### src/cnh_pkg.sv
// ----------------------------------------------------------------------------
// cnh_pkg: shared types and constants for the cellular noise pipeline
// Widths, hash constants, register map and the cell context record.
// ----------------------------------------------------------------------------
package cnh_pkg;

    localparam int FRAC_BITS      = 16;
    localparam int FREQ_FRAC      = 16;
    localparam int NEIGHBOR_REACH = 2;
    localparam int SPAN           = 2 * NEIGHBOR_REACH + 1;
    localparam int NCELL          = SPAN * SPAN * SPAN;

    // base cell, offset cell, hash coordinate, feature point widths
    localparam int CELL_W = 32 - FRAC_BITS + 2;
    localparam int HC_W   = CELL_W + 1;
    localparam int FP_W   = CELL_W + FRAC_BITS + 1;
    localparam int OFF_W  = 3;
    localparam int J_W    = FRAC_BITS + 2;
    localparam int E_W    = FRAC_BITS + 4;
    localparam int D_W    = 2 * FRAC_BITS + 6;
    localparam int V_W    = D_W + 2;
    localparam int R_W    = V_W / 2;

    localparam int HASH_LAT = 4;
    localparam int CELL_LAT = HASH_LAT + 3;

    localparam logic [31:0] HK_X    = 32'd1619;
    localparam logic [31:0] HK_Y    = 32'd31337;
    localparam logic [31:0] HK_Z    = 32'd6971;
    localparam logic [31:0] HK_S    = 32'd1013;
    localparam logic [31:0] HK_MUL  = 32'd60493;
    localparam logic [31:0] HK_ADD1 = 32'd19990303;
    localparam logic [31:0] HK_ADD2 = 32'd1376312589;
    localparam int          HK_SHR  = 13;

    // register indexes
    localparam logic [1:0] REG_FREQ     = 2'd0;
    localparam logic [1:0] REG_CSEED    = 2'd1;
    localparam logic [1:0] REG_DIST_EN  = 2'd2;
    localparam logic [1:0] REG_RSEED    = 2'd3;

    typedef struct packed {
        logic [2:0][31:0]       p;
        logic [2:0][CELL_W-1:0] base;
        logic [2:0][FP_W-1:0]   best;
        logic [D_W-1:0]         bestd;
    } t_ctx;

endpackage

### src/cnh_hash.sv
// ----------------------------------------------------------------------------
// cnh_hash: pipelined integer cell hash to jitter
// Four register stages, one multiply in each after the first; output is 1 - H/2^30.
// ----------------------------------------------------------------------------
module cnh_hash import cnh_pkg::*; (
    input  logic            i_clk,
    input  logic            i_en,
    input  logic [HC_W-1:0] i_x,
    input  logic [HC_W-1:0] i_y,
    input  logic [HC_W-1:0] i_z,
    input  logic [31:0]     i_k,
    output logic [J_W-1:0]  o_jit
);

    logic [31:0] w_a;
    logic [31:0] w_n;
    logic [31:0] w_h;
    logic [31:0] r_n0, r_n1, r_n2;
    logic [31:0] r_sq, r_t;
    logic [J_W-1:0] r_jit;

    always_comb begin
        w_a = HK_X * 32'($signed(i_x)) + HK_Y * 32'($signed(i_y))
            + HK_Z * 32'($signed(i_z)) + i_k;
        w_a[31] = 1'b0;
        w_n = w_a ^ (w_a >> HK_SHR);
        w_h = r_n2 * r_t + HK_ADD2;
    end

    always_ff @(posedge i_clk) begin
        if (i_en) begin
            r_n0  <= w_n;
            r_sq  <= r_n0 * r_n0;
            r_n1  <= r_n0;
            r_t   <= r_sq * HK_MUL + HK_ADD1;
            r_n2  <= r_n1;
            r_jit <= J_W'(1 << FRAC_BITS) - J_W'({1'b0, w_h[30:30-FRAC_BITS]});
        end
    end

    assign o_jit = r_jit;

endmodule

### config.mk
export PLATFORM = sky130hd
export DESIGN_NAME = cnh_hash
export DESIGN_NICKNAME = d
export VERILOG_FILES = /design/src/cnh_pkg.sv /design/src/cnh_hash.sv
export SDC_FILE = /design/constraint.sdc
export NUM_CORES = 2
export LEC_CHECK = 0
export ABC_CLOCK_PERIOD_IN_PS = 8670
export BUFFER_PORTS_ARGS = -buffer_cell sky130_fd_sc_hd__buf_2
export CAP_MARGIN = 30
export CORE_MARGIN = 1.5
export CORE_UTILIZATION = 55
export CTS_CLUSTER_DIAMETER = 120
export DETAILED_ROUTE_END_ITERATION = 6
export PLACE_DENSITY = 0.78
export RECOVER_POWER = 25
export SLEW_MARGIN = 5
export SYNTH_ARGS = -nofsm -noshare
export SYNTH_HDL_FRONTEND = slang
export SYNTH_SLANG_ARGS = --single-unit
export TNS_END_PERCENT = 1
### constraint.sdc
create_clock -name i_clk -period 8.67 [get_ports i_clk]
set_clock_uncertainty 0.2 [all_clocks]
set_input_delay 0.4335 -clock i_clk [delete_from_list [all_inputs] [get_ports i_clk]]
set_output_delay 0.4335 -clock i_clk [all_outputs]
set_load 0.02 [all_outputs]
* Yosys cells after proc, flatten, opt, wreduce, memory -nomap -nowiden
Index checks and enable logic that the tools add are counted.
** Word-level totals
- Register bits :: 178
- Word-level logic and storage cells :: 19
** Operators by class
- Add/sub/neg operators :: 6
- Multipliers :: 6
- Bitwise gates (word level) :: 1
** Operators with widths (number)
- 31-bit adder :: 3
- 32-bit by 25-bit adder with 32-bit output (second input constant) :: 1
- 32-bit by 16-bit multiplier with 32-bit output (second input constant) :: 1
- 32-bit by 32-bit multiplier with 31-bit output :: 1
- 32-bit by 32-bit multiplier with 32-bit output :: 1
- 31-bit adder (second input constant) :: 1
- 12-bit by 19-bit multiplier with 31-bit output (first input constant) :: 1
- 14-bit by 19-bit multiplier with 31-bit output (first input constant) :: 1
- 16-bit by 19-bit multiplier with 31-bit output (first input constant) :: 1
- 31-bit by 18-bit bitwise XOR with 31-bit output :: 1
- 17-bit by 17-bit subtractor with 18-bit output (first input constant) :: 1

* Logic depth before layout (Yosys ltp)
- Depth in word-level cells :: 5
- Depth in mapped cells :: 31
- Gate-level depth less buffers :: 30

* Worst setup path after synthesis
OpenSTA, ideal clock, no wires.
- Path type :: reg2reg
- Start point :: reg r_t[3]
- End point :: reg r_jit[15], in the netlist o_jit[15] (data pin)
- Library setup time :: 0.262 ns
- Data arrival time :: 7.453 ns
- Slack :: 0.755 ns
- Stages on the path, launching flop included :: 28
- Clock period less this slack :: 7.915 ns
- Cell sequence :: edfxtp_1 > clkbuf_1 > clkbuf_1 > and2_1 > fa_1 > inv_1 > fa_1 > fa_1 > fa_1 > inv_1 > fa_1 > fa_1 > fa_1 > inv_1 > fa_1 > inv_1 > ha_1 > clkbuf_1 > a21o_1 > a21oi_1 > nor2b_1 > a211oi_1 > nand2_1 > or4_1 > a211oi_4 > nand3_1 > o311ai_1 > nor3_1
** Between the ends
- Longest elaborated chain between the ends :: 3
** RTL lines
- start, declared :: RTL line cnh_hash.sv:19 : logic [31:0] r_sq, r_t;
- start signal, assigned :: RTL line cnh_hash.sv:35 : r_t <= r_sq * HK_MUL + HK_ADD1;
- 32-bit by 32-bit multiplier with 31-bit output :: RTL line cnh_hash.sv:27 : w_h = r_n2 * r_t + HK_ADD2;
- 31-bit adder :: RTL line cnh_hash.sv:27
- 17-bit by 17-bit subtractor with 18-bit output :: RTL line cnh_hash.sv:37 : r_jit <= J_W'(1 << FRAC_BITS) - J_W'({1'b0, w_h[30:30-FRAC_BITS]});
- end signal, assigned :: RTL line cnh_hash.sv:37
- end, declared :: RTL line cnh_hash.sv:20 : logic [J_W-1:0] r_jit;
Every way passes these cells.
A chain may end at the register's enable or synchronous reset.

* Worst setup path after layout
- Start point :: reg r_n0[11]
- End point :: reg r_sq[30] (data pin)
** Between the ends
- Longest elaborated chain between the ends :: 1
** RTL lines
- start, declared :: RTL line cnh_hash.sv:18 : logic [31:0] r_n0, r_n1, r_n2;
- start signal, assigned :: RTL line cnh_hash.sv:32 : r_n0 <= w_n;
- 32-bit by 32-bit multiplier with 32-bit output :: RTL line cnh_hash.sv:33 : r_sq <= r_n0 * r_n0;
- end signal, assigned :: RTL line cnh_hash.sv:33
- end, declared :: RTL line cnh_hash.sv:19
Every way passes these cells.

==> qor.yml <==
timing:
  relSlewSlack_pct: -276
  timing.final.hold_violations: 0
  fin_crit_ns: 8.27
  setup_viol: 0
  drv_slew: 92
  worst_pin_slew_ns: 5.64
  fin_tns_setup_ns: 0
  fmax_mhz: 121
  rsz0062_at_grt: "no"
  finalCritPeriodShare_pct: 95.4
cts:
  cts_buffers: 17
  cts.sinks: 170
  postCtsResizedCells: 0
  tritoncts: "built"
  cts_root_buffer: "clkbuf_16"
  clk_pin_slew_ns: 0.08
  cts_max_path_buffers: 2
  htree_levels: 4
  clk_latency_ns: 0.49
  cts_setup_buffers: 0
  hold_buffers: 0
finish:
  antenna_cells: 0
  final_common_cell: "inv_1"
  synthToLayoutAreaGrowth_pct: 5.68
  postLayoutCellArea_mm2: 0.0597
  fill_cells: 8320
  layout-drive-gt1-share_pct: 4.72
  num-nets-final: 7848
  final_cell_mix: "1814 x inv_1, 1313 x fa_1, 718 x ha_1"
grt:
  grt_max_degree: 92
  antenna_found_initial: 0
  overflow: 0
  track_usage_pct: 27.2
  grt_first_pass_wirelength_um: 218000
  grt_pass1_vias: 41700
yosys:
  ys_warn_count: 0
  syn_inst: 5610
  ys_async_sr_fraction_pct: 0
  synth_top_cell_area_share_pct: 46.5
  ys_top_cells_by_area: "fa_1 47%, ha_1 16%, inv_1 12%, edfxtp_1 9.0%, and2_1 3.7%"
  ys_ff_latch: 170
  yosysUniqueCellTypes: 74
  synth.avg_cell_area_um2: 10.1
  synth_edf_count: 170
  ys_seq_area_share_pct: 9.04
  ys.flop_type: "edfxtp_1"
  syn-cell-area_mm2: 0.0565
  synth_top_cell_by_area: "fa_1"
outcome:
  status: "finished with violations"
  violations: "DRC, capacitance limit, slew limit"
drt:
  num_vias: 37100
  drcViolationCount: 2
  ant_nets: 0
  vias_per_cell: 5.21
  drtIter0Drc: 2143
  drtPass1Iterations: 7
  drt-total-wl_um: 133000
  routedWlPerCell_um: 18.7
worst_setup_path:
  critical_path_class: "reg -> reg"
  end_kind: "register"
  start_kind: "register"
  crit_path_max_fanout: 8
  cp.required_ns: 8.69
  worst-endpoint-arrival_ns: 8.29
floorplanning:
  die_area_mm2: 0.105
  die_w_um: 323
  row_count: 117
  start_util_pct: 55.5
  core_area_mm2: 0.102
  fp.dieH_um: 323
  io_pins: 109
flow_run:
  cap_violations: 1
placement:
  io_buffers: 107
  post_dp_cell_area_mm2: 0.0591
  gp_congestion: 0.973
  dpl.hpwl_um: 117000
hold_path:
  hp-class: "reg -> reg"
-- cells in the mapped netlist, types with 3 or more instances --
cell and instances:
nand4_1 10, a2111o_1 3, a21o_1 31, and3_1 8
o21bai_1 14, a221oi_1 4, or2_2 14, nor2b_1 16
o311ai_0 4, inv_1 1814, xor2_1 54, o311a_1 4
a211oi_1 11, o41ai_1 3, ha_1 718, and4_1 4
nor2_1 67, edfxtp_1 170, clkbuf_1 120, nand2b_1 14
a21oi_1 85, o21a_1 11, nand2_1 405, o31ai_1 6
o211ai_1 7, fa_1 1313, a31oi_1 11, buf_1 3
nand3b_1 3, nand3_1 18, nor3b_1 3, xnor2_1 198
o21ai_0 36, nor3_1 26, and2_1 335, or3_1 11
a21boi_0 5
-- logic make-up after synthesis --
group / share of synthesized area, %
buffers and inverters: 12.9
other: 0.0133
multiplexers: 0.0554
AND/OR/NAND/NOR: 8.41
flip-flops: 9.04
AO/OA/AOI/OAI: 3.16
XOR/XNOR: 3.99
adder cells (fa/ha/maj): 62.5
-- final timing paths --
kind / from / end / slack, ns / cells past startpoint
max: r_n0[11]$_DFFE_PP_ / r_sq[30]$_DFFE_PP_ / 0.40 / 21
min: r_n1[10]$_DFFE_PP_ / r_n2[10]$_DFFE_PP_ / 0.22 / 0
max reg2reg: r_n0[11]$_DFFE_PP_ / r_sq[30]$_DFFE_PP_ / 0.40 / 21
min reg2reg: r_n1[10]$_DFFE_PP_ / r_n2[10]$_DFFE_PP_ / 0.22 / 0
-- state kept, by name (all words and copies together) (netlist names) --
register,flops
r_t,30
r_sq,30
r_n1,30
r_n2,31
r_n0,31
o_jit,18
-- critical path, cell delays in order, from the launching register on --
cell and delay [ns]:
edfxtp_1 0.60, clkbuf_1 0.43, inv_1 0.23, nor2_1 0.20, fa_1 0.47, fa_1 0.51, fa_1 0.55, fa_1 0.45
fa_1 0.53, inv_1 0.06, fa_1 0.55, fa_1 0.42, fa_1 0.48, inv_1 0.04, ha_1 0.34, inv_1 0.14
nor2_1 0.09, a221oi_1 0.49, o311ai_0 0.32, a211oi_1 0.58, a21oi_1 0.16, xnor2_1 0.16
-- through the flow --
step | std cells | hold slack [ns] | util, % | worst slack [ns]
2_1_floorplan | 5615 | 0.200 | - | 0.755
3_3_place_gp | 7070 | 0.204 | 58.0 | 0.349
6_report | 7107 | 0.220 | 58.7 | 0.397
5_1_grt | 7107 | 0.224 | 58.7 | 0.0181
3_5_place_dp | 7070 | 0.205 | 58.0 | 0.304
4_1_cts | 7102 | 0.219 | 58.6 | 0.293
-- area by class of cell --
type | instances | area (um^2) | share of cell area, %
clock buffer | 17 | 425 | 0.713
clock inverter | 15 | 156 | 0.262
inverter | 1814 | 6810 | 11.4
multi-input combinational | 3508 | 44100 | 73.9
sequential | 170 | 5100 | 8.55
tap | 1368 | 1710 | 2.87
timing repair buffer | 215 | 1360 | 2.27
-- per-layer routing --
layer / share of wire [%] / global-route usage [%] / vias to the layer above
li1: - / - / 16600
met1: 39 / 34.1 / 19000
met2: 50 / 47.3 / 1186
met3: 6.7 / 4.24 / 288
met4: 4.5 / 10.7 / 0
met5: 0 / 0 / -
Power is not shown: default switching activity piles up to over one toggle a cycle in this logic, so the estimate is an artifact.
