### src/cnh_pkg.sv
// ----------------------------------------------------------------------------
// cnh_pkg: shared types and constants for the cellular noise pipeline
// Widths, hash constants, register map and the cell context record.
// ----------------------------------------------------------------------------
package cnh_pkg;

    localparam int FRAC_BITS      = 16;
    localparam int FREQ_FRAC      = 16;
    localparam int NEIGHBOR_REACH = 2;
    localparam int SPAN           = 2 * NEIGHBOR_REACH + 1;
    localparam int NCELL          = SPAN * SPAN * SPAN;

    // base cell, offset cell, hash coordinate, feature point widths
    localparam int CELL_W = 32 - FRAC_BITS + 2;
    localparam int HC_W   = CELL_W + 1;
    localparam int FP_W   = CELL_W + FRAC_BITS + 1;
    localparam int OFF_W  = 3;
    localparam int J_W    = FRAC_BITS + 2;
    localparam int E_W    = FRAC_BITS + 4;
    localparam int D_W    = 2 * FRAC_BITS + 6;
    localparam int V_W    = D_W + 2;
    localparam int R_W    = V_W / 2;

    localparam int HASH_LAT = 4;
    localparam int CELL_LAT = HASH_LAT + 3;

    localparam logic [31:0] HK_X    = 32'd1619;
    localparam logic [31:0] HK_Y    = 32'd31337;
    localparam logic [31:0] HK_Z    = 32'd6971;
    localparam logic [31:0] HK_S    = 32'd1013;
    localparam logic [31:0] HK_MUL  = 32'd60493;
    localparam logic [31:0] HK_ADD1 = 32'd19990303;
    localparam logic [31:0] HK_ADD2 = 32'd1376312589;
    localparam int          HK_SHR  = 13;

    // register indexes
    localparam logic [1:0] REG_FREQ     = 2'd0;
    localparam logic [1:0] REG_CSEED    = 2'd1;
    localparam logic [1:0] REG_DIST_EN  = 2'd2;
    localparam logic [1:0] REG_RSEED    = 2'd3;

    typedef struct packed {
        logic [2:0][31:0]       p;
        logic [2:0][CELL_W-1:0] base;
        logic [2:0][FP_W-1:0]   best;
        logic [D_W-1:0]         bestd;
    } t_ctx;

endpackage

### src/cnh_sqrt.sv
// ----------------------------------------------------------------------------
// cnh_sqrt: pipelined integer square root
// One result bit per stage, digit by digit, truncating.
// ----------------------------------------------------------------------------
module cnh_sqrt import cnh_pkg::*; (
    input  logic           i_clk,
    input  logic           i_en,
    input  logic [V_W-1:0] i_v,
    output logic [R_W-1:0] o_root
);

    localparam int RR_W = R_W + 2;

    logic [V_W-1:0]  r_v [R_W];
    logic [RR_W-1:0] r_r [R_W];
    logic [R_W-1:0]  r_q [R_W];

    for (genvar s = 0; s < R_W; s++) begin : g_stage
        logic [V_W-1:0]  w_vin;
        logic [RR_W-1:0] w_rin;
        logic [R_W-1:0]  w_qin;
        logic [RR_W-1:0] w_rr;
        logic [RR_W-1:0] w_t;

        if (s == 0) begin : g_head
            assign w_vin = i_v;
            assign w_rin = '0;
            assign w_qin = '0;
        end else begin : g_body
            assign w_vin = r_v[s-1];
            assign w_rin = r_r[s-1];
            assign w_qin = r_q[s-1];
        end

        assign w_rr = {w_rin[RR_W-3:0], w_vin[V_W-1 -: 2]};
        assign w_t  = {w_qin, 2'b01};

        always_ff @(posedge i_clk) begin
            if (i_en) begin
                r_v[s] <= {w_vin[V_W-3:0], 2'b00};
                if (w_rr >= w_t) begin
                    r_r[s] <= w_rr - w_t;
                    r_q[s] <= {w_qin[R_W-2:0], 1'b1};
                end else begin
                    r_r[s] <= w_rr;
                    r_q[s] <= {w_qin[R_W-2:0], 1'b0};
                end
            end
        end
    end

    assign o_root = r_q[R_W-1];

endmodule

### config.mk
export PLATFORM = sky130hd
export DESIGN_NAME = cnh_sqrt
export DESIGN_NICKNAME = d
export VERILOG_FILES = /design/src/cnh_pkg.sv /design/src/cnh_sqrt.sv
export SDC_FILE = /design/constraint.sdc
export NUM_CORES = 1
export LEC_CHECK = 0
export BUFFER_PORTS_ARGS = -buffer_cell sky130_fd_sc_hd__buf_2
export CAP_MARGIN = 20
export CELL_PAD_IN_SITES_DETAIL_PLACEMENT = 1
export CELL_PAD_IN_SITES_GLOBAL_PLACEMENT = 1
export CORE_ASPECT_RATIO = 0.6
export CORE_MARGIN = 5
export CORE_UTILIZATION = 59
export CTS_BUF_LIST = sky130_fd_sc_hd__clkbuf_4 sky130_fd_sc_hd__clkbuf_8
export DETAILED_ROUTE_END_ITERATION = 16
export GPL_TIMING_DRIVEN = 0
export PLACE_DENSITY = 0.95
export SYNTH_ARGS = -nofsm -noshare
export SYNTH_HDL_FRONTEND = slang
export SYNTH_SLANG_ARGS = --single-unit
export TNS_END_PERCENT = 100
### constraint.sdc
create_clock -name i_clk -period 9.35 [get_ports i_clk]
set_clock_uncertainty 0.15 [all_clocks]
set_input_delay 0.4675 -clock i_clk [delete_from_list [all_inputs] [get_ports i_clk]]
set_output_delay 0.4675 -clock i_clk [all_outputs]
set_load 0.03 [all_outputs]
Word-level counts from Yosys, hierarchy flattened:

Memory sizes are Yosys's and may differ from the RTL's.
Cells that the tools add are included.

* add/sub/neg operators: 20
* $lt $le $gt $ge: 20
* multiplexer cells: 162
* bitwise logic cells: 40

Operator list (count)
* 22-bit two-way mux: 20
* 22-bit >= comparator: 19
* 22-bit subtractor: 19
* 20-bit two-way mux: 20
* 1-bit two-way mux: 122
* 1-bit OR: 40
* 2-bit by 1-bit subtractor with 3-bit output (second input constant): 1
* 2-bit by 1-bit >= comparator with 1-bit output (second input constant): 1

* bits in registers: 0
* bits in writable memories: 1600
* word-level logic and storage cells: 245
* memories kept: 3

Memories
* r_v: depth 20, bits a word 38, read ports 19, clocked after Yosys merged registers in 0, wr ports 20, line cnh_sqrt.sv:14 `logic [V_W-1:0] r_v [R_W];`
* r_r: depth 20, bits a word 22, read ports 19, clocked after Yosys merged registers in 0, wr ports 20, line cnh_sqrt.sv:15 `logic [RR_W-1:0] r_r [R_W];`
* r_q: depth 20, bits a word 20, read ports 20, clocked after Yosys merged registers in 0, wr ports 20, line cnh_sqrt.sv:16 `logic [R_W-1:0] r_q [R_W];`

Longest topological paths before layout:

Gate-level depths: netlist (run 1).
An unclocked memory read counts as a cell.

* word-level depth: 6
* gate-level depth with buffers: 12
* depth with buffers taken out: 11

Least setup slack after synthesis (run 1):

No wires, ideal clock.

* kind: reg2reg
* from: memory r_r[17][0] (netlist bit)
* to: memory r_r[18][13] (netlist bit), data pin
* setup time: 0.260 ns
* arrival: 2.715 ns
* setup slack: 6.226 ns
* stages on the path, launching flop included: 10
* buffers on the path: 1
* period minus slack after synthesis: 3.124 ns
* cell sequence: edfxtp_1 > ha_1 > nor2b_1 > o31a_1 > o32a_1 > a221o_1 > a21oi_1 > o311a_1 > buf_2 > mux2_2

RTL lines (line)
* start: declaration: cnh_sqrt.sv:15

==> results.py, run 1 <==
metrics = {
    "synth": {
        "synth_top_area_share": 0.639,
        "syn_nets": 3658,
        "ys_warn_count": 0,
        "async_flop_share": 0,
        "ys.flop_type": "edfxtp_1",
        "netlist_instances": 3384,
        "synthTopCellsByArea": "edfxtp_1, ha_1, xnor2_1",
        "avgSynthCellArea_um2": 13.1,
        "synth-seq-area-share": 0.639,
        "synth-edff-count": 946,
        "ys_types": 89,
        "synth_area_um2": 44500,
        "yosys_register_bits": 947,
        "synth_largest_area_cell": "edfxtp_1",
    },
    "floorplan": {
        "core_um2": 75100,
        "die_x_um": 364,
        "die_h_um": 223,
        "rows": 78,
        "ioPinCount": 62,
        "dieArea_um2": 81200,
        "initial_core_util": 0.592,
    },
    "clock_tree": {
        "numClockSinks": 947,
        "cts_buffer_depth": 3,
        "cts_buffers": 140,
        "clk_pin_slew_ns": 0.07,
        "h-tree-depth": 4,
        "cts_tree": "yes",
        "cts_setup_buffers": 0,
        "ctsResizeCount": 0,
        "clockRootBuffer": "clkbuf_8",
        "postCtsHoldBufs": 41,
        "clk_latency_ns": 0.83,
    },
    "power_and_ir_drop": {
        "clkPwrFrac": 0.304,
        "p_int_mw": 7.91,
        "sw_frac_of_total": 0.304,
        "p_comb_frac": 0.199,
        "share_seq_of_total_power": 0.497,
        "leakagePower_nw": 18.9,
        "p_sw_mw": 3.45,
        "vdd_ir_drop_max_v": 0.000171,
        "power_density_nw_per_um2": 230,
    },
    "run": {
        "drv_cap": 0,
    },
    "routing": {
        "first_iter_violations": 3549,
        "vias_per_cell": 6.44,
        "num_vias": 30589,
        "ant_nets": 0,
        "wire_per_inst_um": 26.8,
        "dr.pass1.iters": 7,
        "routed_wl_um": 127000,
        "drc_errors": 0,
    },
    "timing": {
        "maxSlewHeadroom": 0.252,
        "period_minus_slack_ns": 5.05,
        "clock.fmax_ghz": 0.198,
        "rsz0062_at_grt": "false",
        "hold_slack_ns": 0.215,
        "final.period_utilization": 0.540,
        "hold_viol": 0,
        "maxSlewViolCount": 0,
        "worst_slew_pin_slew_ns": 1.11,
        "finalSetupTns_ns": 0,
        "finalWorstSetupSlack_ns": 4.30,
        "final-setup-viol-count": 0,
    },
    "placement": {
        "io_buffers": 61,
        "dp_hpwl_um": 83200,
        "pre_cts_slack_ns": 4.25,
        "routabilityCongestion": 0.901,
    },
    "grt": {
        "grtUsageMet3": 0.0644,
        "grt_use_total": 0.313,
        "gr-usage-met1": 0.421,
        "grt_pass1_wl_um": 195000,
        "grt_pass1_vias": 32207,
        "grt_overflow": 0,
        "antenna_found_initial": 0,
        "grt_max_degree": 135,
        "busiest_layer": "met2",
        "grt_use_met2": 0.508,
    },
    "critical_path": {
        "reg2reg_to": "r_r[16][17]$_DFFE_PP_",
        "crit_start": "i_en",
        "rr_worst_depth": 10,
        "reg2reg_from": "r_r[15][7]$_DFFE_PP_",
        "critPathKind": "primary input to register",
        "cp-end-kind": "register",
        "reg2reg_slack_ns": 4.92,
        "crit_end": "r_r[3][16]$_DFFE_PP_",
        "critPathArrivalTime_ns": 5.44,
        "required_ns": 9.75,
        "critical_path.max_fanout": 95,
        "critPathLaunchType": "primary input",
    },
    "run_status": {
        "status": "finished clean",
    },
    "final_layout": {
        "n_antenna_cell": 0,
        "layout-drive-gt1-share": 0.111,
        "syn_to_final_growth_pct": 11.1,
        "fin_nets": 3917,
    },
    "worst_hold_path": {
        "hp-class": "primary input to register",
    },
}
==> worst min path at each step <==
stage                         startpoint                     to  slack (ns)  depth (start not counted)
global placement    r_v[9][26]$_DFFE_PP_  r_v[10][28]$_DFFE_PP_        0.25                          0
global route                     i_v[27]   r_v[0][27]$_DFFE_PP_        0.18                          2
detailed placement  r_v[0][13]$_DFFE_PP_   r_v[1][15]$_DFFE_PP_        0.26                          0
CTS                              i_v[33]   r_v[0][33]$_DFFE_PP_        0.12                          2
finish                           i_v[33]   r_v[0][33]$_DFFE_PP_        0.21                          2
floorplan           r_v[9][18]$_DFFE_PP_  r_v[10][20]$_DFFE_PP_        0.25                          0
==> critical path, stage by stage <==
cell and delay, ns:
dlygate4sd3_1 0.56, buf_8 0.40, buf_16 0.41, buf_16 0.41, or4b_2 0.65, nor4_1 0.65
o21ai_1 0.33, nor4_4 0.70, or3_1 0.38, nor4_1 0.11, xor2_1 0.18
==> state kept, by name, indices dropped and copies added (netlist names) <==
name,count
r_q,210
r_r,357
r_v,380
==> placed cells by master (no fill, tap or decap), types with 16 or more instances in the layout <==
| cell type | synthesis | final |
|---|---|---|
| clkbuf_1 | 65 | 54 |
| a21o_1 | 58 | 58 |
| clkbuf_8 | 0 | 149 |
| a211oi_1 | 25 | 25 |
| buf_2 | 4 | 64 |
| o21ai_0 | 183 | 183 |
| and2_1 | 27 | 27 |
| inv_1 | 288 | 288 |
| xnor2_1 | 145 | 145 |
| nand4_1 | 32 | 32 |
| o21a_1 | 53 | 53 |
| o31ai_1 | 19 | 19 |
| edfxtp_1 | 946 | 946 |
| nor2b_1 | 39 | 39 |
| dlygate4sd3_1 | 0 | 41 |
| nor4b_1 | 17 | 17 |
| a21boi_0 | 18 | 18 |
| clkinv_2 | 0 | 16 |
| or3_1 | 40 | 40 |
| o31a_1 | 16 | 16 |
| nand2_1 | 199 | 199 |
| clkbuf_4 | 0 | 41 |
| xor2_1 | 116 | 116 |
| ha_1 | 232 | 232 |
| nand3_1 | 58 | 58 |
| clkinv_1 | 0 | 33 |
| nor3_1 | 78 | 78 |
| a21oi_1 | 156 | 156 |
| nor2_1 | 196 | 196 |
| nor4_1 | 34 | 34 |
| mux2_2 | 70 | 70 |
| nand2b_1 | 35 | 35 |
==> area by class of cell <==
type | instances | area, um2
fill | 7255 | 25700
tap | 1000 | 1250
clock buffer | 190 | 2360
sequential | 947 | 28400
buffer | 74 | 304
timing repair buffer | 117 | 966
clock inverter | 58 | 339
inverter | 289 | 1080
multi-input combinational | 2074 | 14700
==> power groups by stage <==
stage / logic, mW / clock network, mW / registers [mW]
final: 2.26 / 3.45 / 5.64
after global routing: 2.41 / 3.71 / 5.66
after CTS: 2.17 / 3.41 / 5.62
after detailed placement: 2.08 / 0 / 5.69
after global placement: 1.88 / 0 / 5.66
after floorplan: 1.48 / 0 / 5.55
==> per-layer routing <==
layer	share of wire	vias to the layer above	wire length (um)
li1	-	13100	-
met1	0.40	15361	51400
met2	0.48	1771	60800
met3	0.085	357	10900
met4	0.034	0	4350
met5	0	-	0
==> stage by stage <==
step	instance area [um2]	util	std cells	total power [mW]
6_report	49400	0.657	4749	11.4
5_1_grt	49400	0.657	4749	11.8
4_1_cts	49400	0.657	4745	11.2
3_5_place_dp	46300	0.616	4456	7.77
3_3_place_gp	46000	0.613	4445	7.54
2_1_floorplan	44500	-	3384	7.03
==> kinds of logic (layout without fill, tap and decap cells) <==
group                    after synthesis  in the layout  synth area share
XOR/XNOR                             261            261            0.0514
AO/OA/AOI/OAI                        659            659            0.0963
adder cells (fa/ha/maj)              232            232            0.0653
AND/OR/NAND/NOR                      842            842            0.0971
buffers and inverters                363            728            0.0309
flip-flops                           947            947             0.639
multiplexers                          80             80            0.0200
==> synth_stat cells (6+ instances only) <==
cell / number
edfxtp_1: 946
inv_1: 288
ha_1: 232
nand2_1: 199
nor2_1: 196
o21ai_0: 183
a21oi_1: 156
xnor2_1: 145
xor2_1: 116
nor3_1: 78
mux2_2: 70
clkbuf_1: 65
a21o_1: 58
nand3_1: 58
o21a_1: 53
or3_1: 40
nor2b_1: 39
nand2b_1: 35
nor4_1: 34
nand4_1: 32
and2_1: 27
a211oi_1: 25
o31ai_1: 19
a21boi_0: 18
nor4b_1: 17
o31a_1: 16
and3_1: 14
o211ai_1: 14
o21bai_1: 14
a2111oi_0: 10
mux2i_1: 10
or2_2: 10
a31oi_1: 9
nand4b_1: 9
o41ai_1: 9
or4_1: 9
and4_1: 7
nand3b_1: 7
nor3b_1: 7
o22ai_1: 7
a211o_1: 6
o311ai_0: 6
Power figures use the tool's default switching activity.
==> run 2, diff against run 1 <==
--- a/config.mk
+++ b/config.mk
@@ -5,17 +5,18 @@
 export SDC_FILE = /design/constraint.sdc
 export NUM_CORES = 1
 export LEC_CHECK = 0
+export ABC_AREA = 1
 export BUFFER_PORTS_ARGS = -buffer_cell sky130_fd_sc_hd__buf_2
 export CAP_MARGIN = 20
 export CELL_PAD_IN_SITES_DETAIL_PLACEMENT = 1
 export CELL_PAD_IN_SITES_GLOBAL_PLACEMENT = 1
 export CORE_ASPECT_RATIO = 0.6
 export CORE_MARGIN = 5
-export CORE_UTILIZATION = 59
+export CORE_UTILIZATION = 47
 export CTS_BUF_LIST = sky130_fd_sc_hd__clkbuf_4 sky130_fd_sc_hd__clkbuf_8
 export DETAILED_ROUTE_END_ITERATION = 16
 export GPL_TIMING_DRIVEN = 0
-export PLACE_DENSITY = 0.95
+export PLACE_DENSITY = 0.89
 export SYNTH_ARGS = -nofsm -noshare
 export SYNTH_HDL_FRONTEND = slang
 export SYNTH_SLANG_ARGS = --single-unit
==> constraint.sdc (replaced) <==
create_clock -name i_clk -period 4.4 [get_ports i_clk]
set_clock_uncertainty 0.15 [all_clocks]
set_input_delay 0.22 -clock i_clk [delete_from_list [all_inputs] [get_ports i_clk]]
set_output_delay 0.22 -clock i_clk [all_outputs]
set_load 0.03 [all_outputs]
==> results.py, run 2 <==
metrics = {
    "synth": {
        "synth.most_common_cell": "nand2_1",
        "synth-seq-area-share": 0.564,
        "ys.flop_type": "edfxtp_1",
        "avgSynthCellArea_um2": 9.26,
        "ys_types": 52,
        "synth-edff-count": 946,
        "netlist_instances": 5446,
        "synth_area_um2": 50400,
        "synthTopCellsByArea": "edfxtp_1, nand2_1, inv_1",
        "syn_nets": 5720,
        "synth_largest_area_cell": "edfxtp_1",
        "ys_warn_count": 0,
        "async_flop_share": 0,
        "yosys_register_bits": 947,
        "synth_common_cells": "nand2_1, edfxtp_1, inv_1, nor2_1, nand3_1",
        "synth_top_area_share": 0.563,
    },
    "final_layout": {
        "regMostFlops": "r_v",
        "multi_input_area_um2": 18100,
        "final_cells": 7288,
        "fin_nets": 6023,
        "final_util": 0.527,
        "fill_cells": 12405,
        "seq_area_um2": 28400,
        "final_area_um2": 56400,
        "layout-drive-gt1-share": 0.0802,
        "final_cell_mix": "nand2_1, edfxtp_1, inv_1",
        "largest_register_ffs": 380,
        "largestRegisters": "r_v (380), r_r (357), r_q (210)",
        "final_common_cell": "nand2_1",
        "syn_to_final_growth_pct": 11.9,
    },
    "grt": {
        "grt_pass1_vias": 41512,
        "grt_pass1_wl_um": 243000,
        "grt_use_total": 0.274,
        "grt_overflow": 0,
        "grt_max_degree": 141,
        "antenna_found_initial": 5,
    },
    "critical_path": {
        "critical_path.max_fanout": 105,
        "critPathKind": "primary input to register",
        "rr_worst_depth": 9,
        "slowest_stage": "clkbuf_1",
        "max_stage_delay_ns": 0.70,
        "cp-end-kind": "register",
        "critPathArrivalTime_ns": 3.72,
        "required_ns": 4.78,
        "crit_chain": "dlygate4sd3_1, buf_8, buf_16, buf_4, clkbuf_1, clkbuf_1, buf_8",
        "critPathLaunchType": "primary input",
    },
    "placement": {
        "routabilityCongestion": 0.935,
        "place_inst": 6946,
        "dp_hpwl_um": 117000,
        "io_buffers": 61,
        "dpl_cell_area_um2": 52800,
    },
    "routing": {
        "wire_per_inst_um": 21.8,
        "drc_errors": 0,
        "routed_wl_um": 159000,
        "ant_nets": 0,
        "vias_per_cell": 5.55,
        "num_vias": 40458,
        "first_iter_violations": 3994,
        "wl_met1_um": 71100,
        "wl_met2_um": 68400,
        "wl_met3_um": 14700,
        "routed.top_layer": "met5",
        "dr.pass1.iters": 7,
    },
    "timing": {
        "maxSlewViolCount": 0,
        "final.period_utilization": 0.759,
        "maxSlewHeadroom": 0.309,
        "clock.fmax_ghz": 0.300,
        "period_minus_slack_ns": 3.34,
        "final-setup-viol-count": 0,
        "hold_viol": 0,
        "worst_slew_pin_slew_ns": 1.04,
        "rsz0062_at_grt": "false",
    },
    "power_and_ir_drop": {
        "p_sw_mw": 8.45,
        "vdd_ir_drop_max_v": 0.000291,
        "p_comb_frac": 0.226,
        "power_density_nw_per_um2": 445,
        "share_seq_of_total_power": 0.472,
        "power.total_mw": 25.1,
        "leakagePower_nw": 25.3,
        "p_int_mw": 16.7,
        "sw_frac_of_total": 0.336,
        "clkPwrFrac": 0.301,
    },
    "clock_tree": {
        "numClockSinks": 947,
        "h-tree-depth": 4,
        "clk_pin_slew_ns": 0.07,
        "clockRootBuffer": "clkbuf_8",
        "cts_tree": "yes",
        "ctsResizeCount": 0,
        "postCtsHoldBufs": 80,
        "clk_latency_ns": 0.87,
        "cts_buffers": 146,
        "cts_setup_buffers": 0,
        "cts_buffer_depth": 3,
    },
    "worst_hold_path": {
        "whs_path_depth": 2,
        "hp-class": "primary input to register",
    },
    "floorplan": {
        "initial_core_util": 0.472,
        "die_x_um": 433,
        "ioPinCount": 62,
        "rows": 93,
        "core_um2": 107000,
        "die_h_um": 264,
        "dieArea_um2": 114000,
    },
    "run": {
        "drv_cap": 0,
    },
    "run_status": {
        "status": "finished clean",
    },
}
-- run 2: cell count changes in the layout (fill, tap and decap cells not counted), moves of 40 or more --
| cell | before | now |
|---|---|---|
| a21o_1 | 58 | 1 |
| clkbuf_1 | 54 | 14 |
| inv_1 | 288 | 876 |
| mux2_2 | 70 | 0 |
| nand2_1 | 199 | 1719 |
| nand3_1 | 58 | 320 |
| nand4_1 | 32 | 75 |
| nor2_1 | 196 | 447 |
| o21a_1 | 53 | 2 |
| o21ai_0 | 183 | 100 |
| xnor2_1 | 145 | 67 |
-- run 2: final timing paths --
kind	slack, ns	start	to
worst max register to register	1.26	r_q[2][23]$_DFFE_PP_	r_r[10][11]$_DFFE_PP_
worst max-delay path	1.06	i_en	r_r[8][19]$_DFFE_PP_
worst min register to register	0.26	r_v[7][25]$_DFFE_PP_	r_v[8][27]$_DFFE_PP_
worst min-delay path	0.19	i_en	r_v[6][35]$_DFFE_PP_
-- run 2: power by group through the flow --
stage / logic [mW] / clock network, mW / registers [mW]
global placement: 4.96 / 0 / 12.0
CTS: 5.51 / 7.56 / 11.8
global route: 6.25 / 8.13 / 11.9
detailed placement: 5.37 / 0 / 12.0
floorplan: 3.72 / 0 / 11.7
finish: 5.68 / 7.57 / 11.9
-- run 2: layout make-up --
class,instances,share of cell area
Clock buffer,180,0.0404
Antenna cell,3,0.000133
Clock inverter,79,0.00921
Buffer,65,0.00867
Inverter,895,0.0598
Sequential cell,947,0.504
Multi-Input combinational cell,3539,0.322
Timing Repair Buffer,155,0.0245
Tap cell,1425,0.0316
-- run 2: through the flow --
stage	setup WS (ns)	hold slack (ns)	TNS, ns
final	1.06	0.189	0
after global routing	0.918	0.159	0
after CTS	1.23	0.119	0
after detailed placement	0.848	0.248	0
after global placement	-6.07	0.247	-5941.41
after floorplan	2.14	0.169	0
-- run 2: worst max-delay path: cells and delay by family --
kind,cells,cell delay (ns)
buf+inv,7,3.28
-- run 2: cell families after synthesis --
kind of cell	Yosys count	share of synthesized area
AO/OA/AOI/OAI	340	0.0371
XOR/XNOR	189	0.0328
adder cells (fa/ha/maj)	232	0.0576
buffers and inverters	960	0.0764
flip-flops	947	0.564
multiplexers	1	0.000199
AND/OR/NAND/NOR	2777	0.232
-- run 2: layer usage --
layer	vias to the layer above	GRT usage
met1	19991	0.398
met3	306	0.0603
li1	18358	-
met4	2	0.0847
met2	1801	0.413
met5	-	0
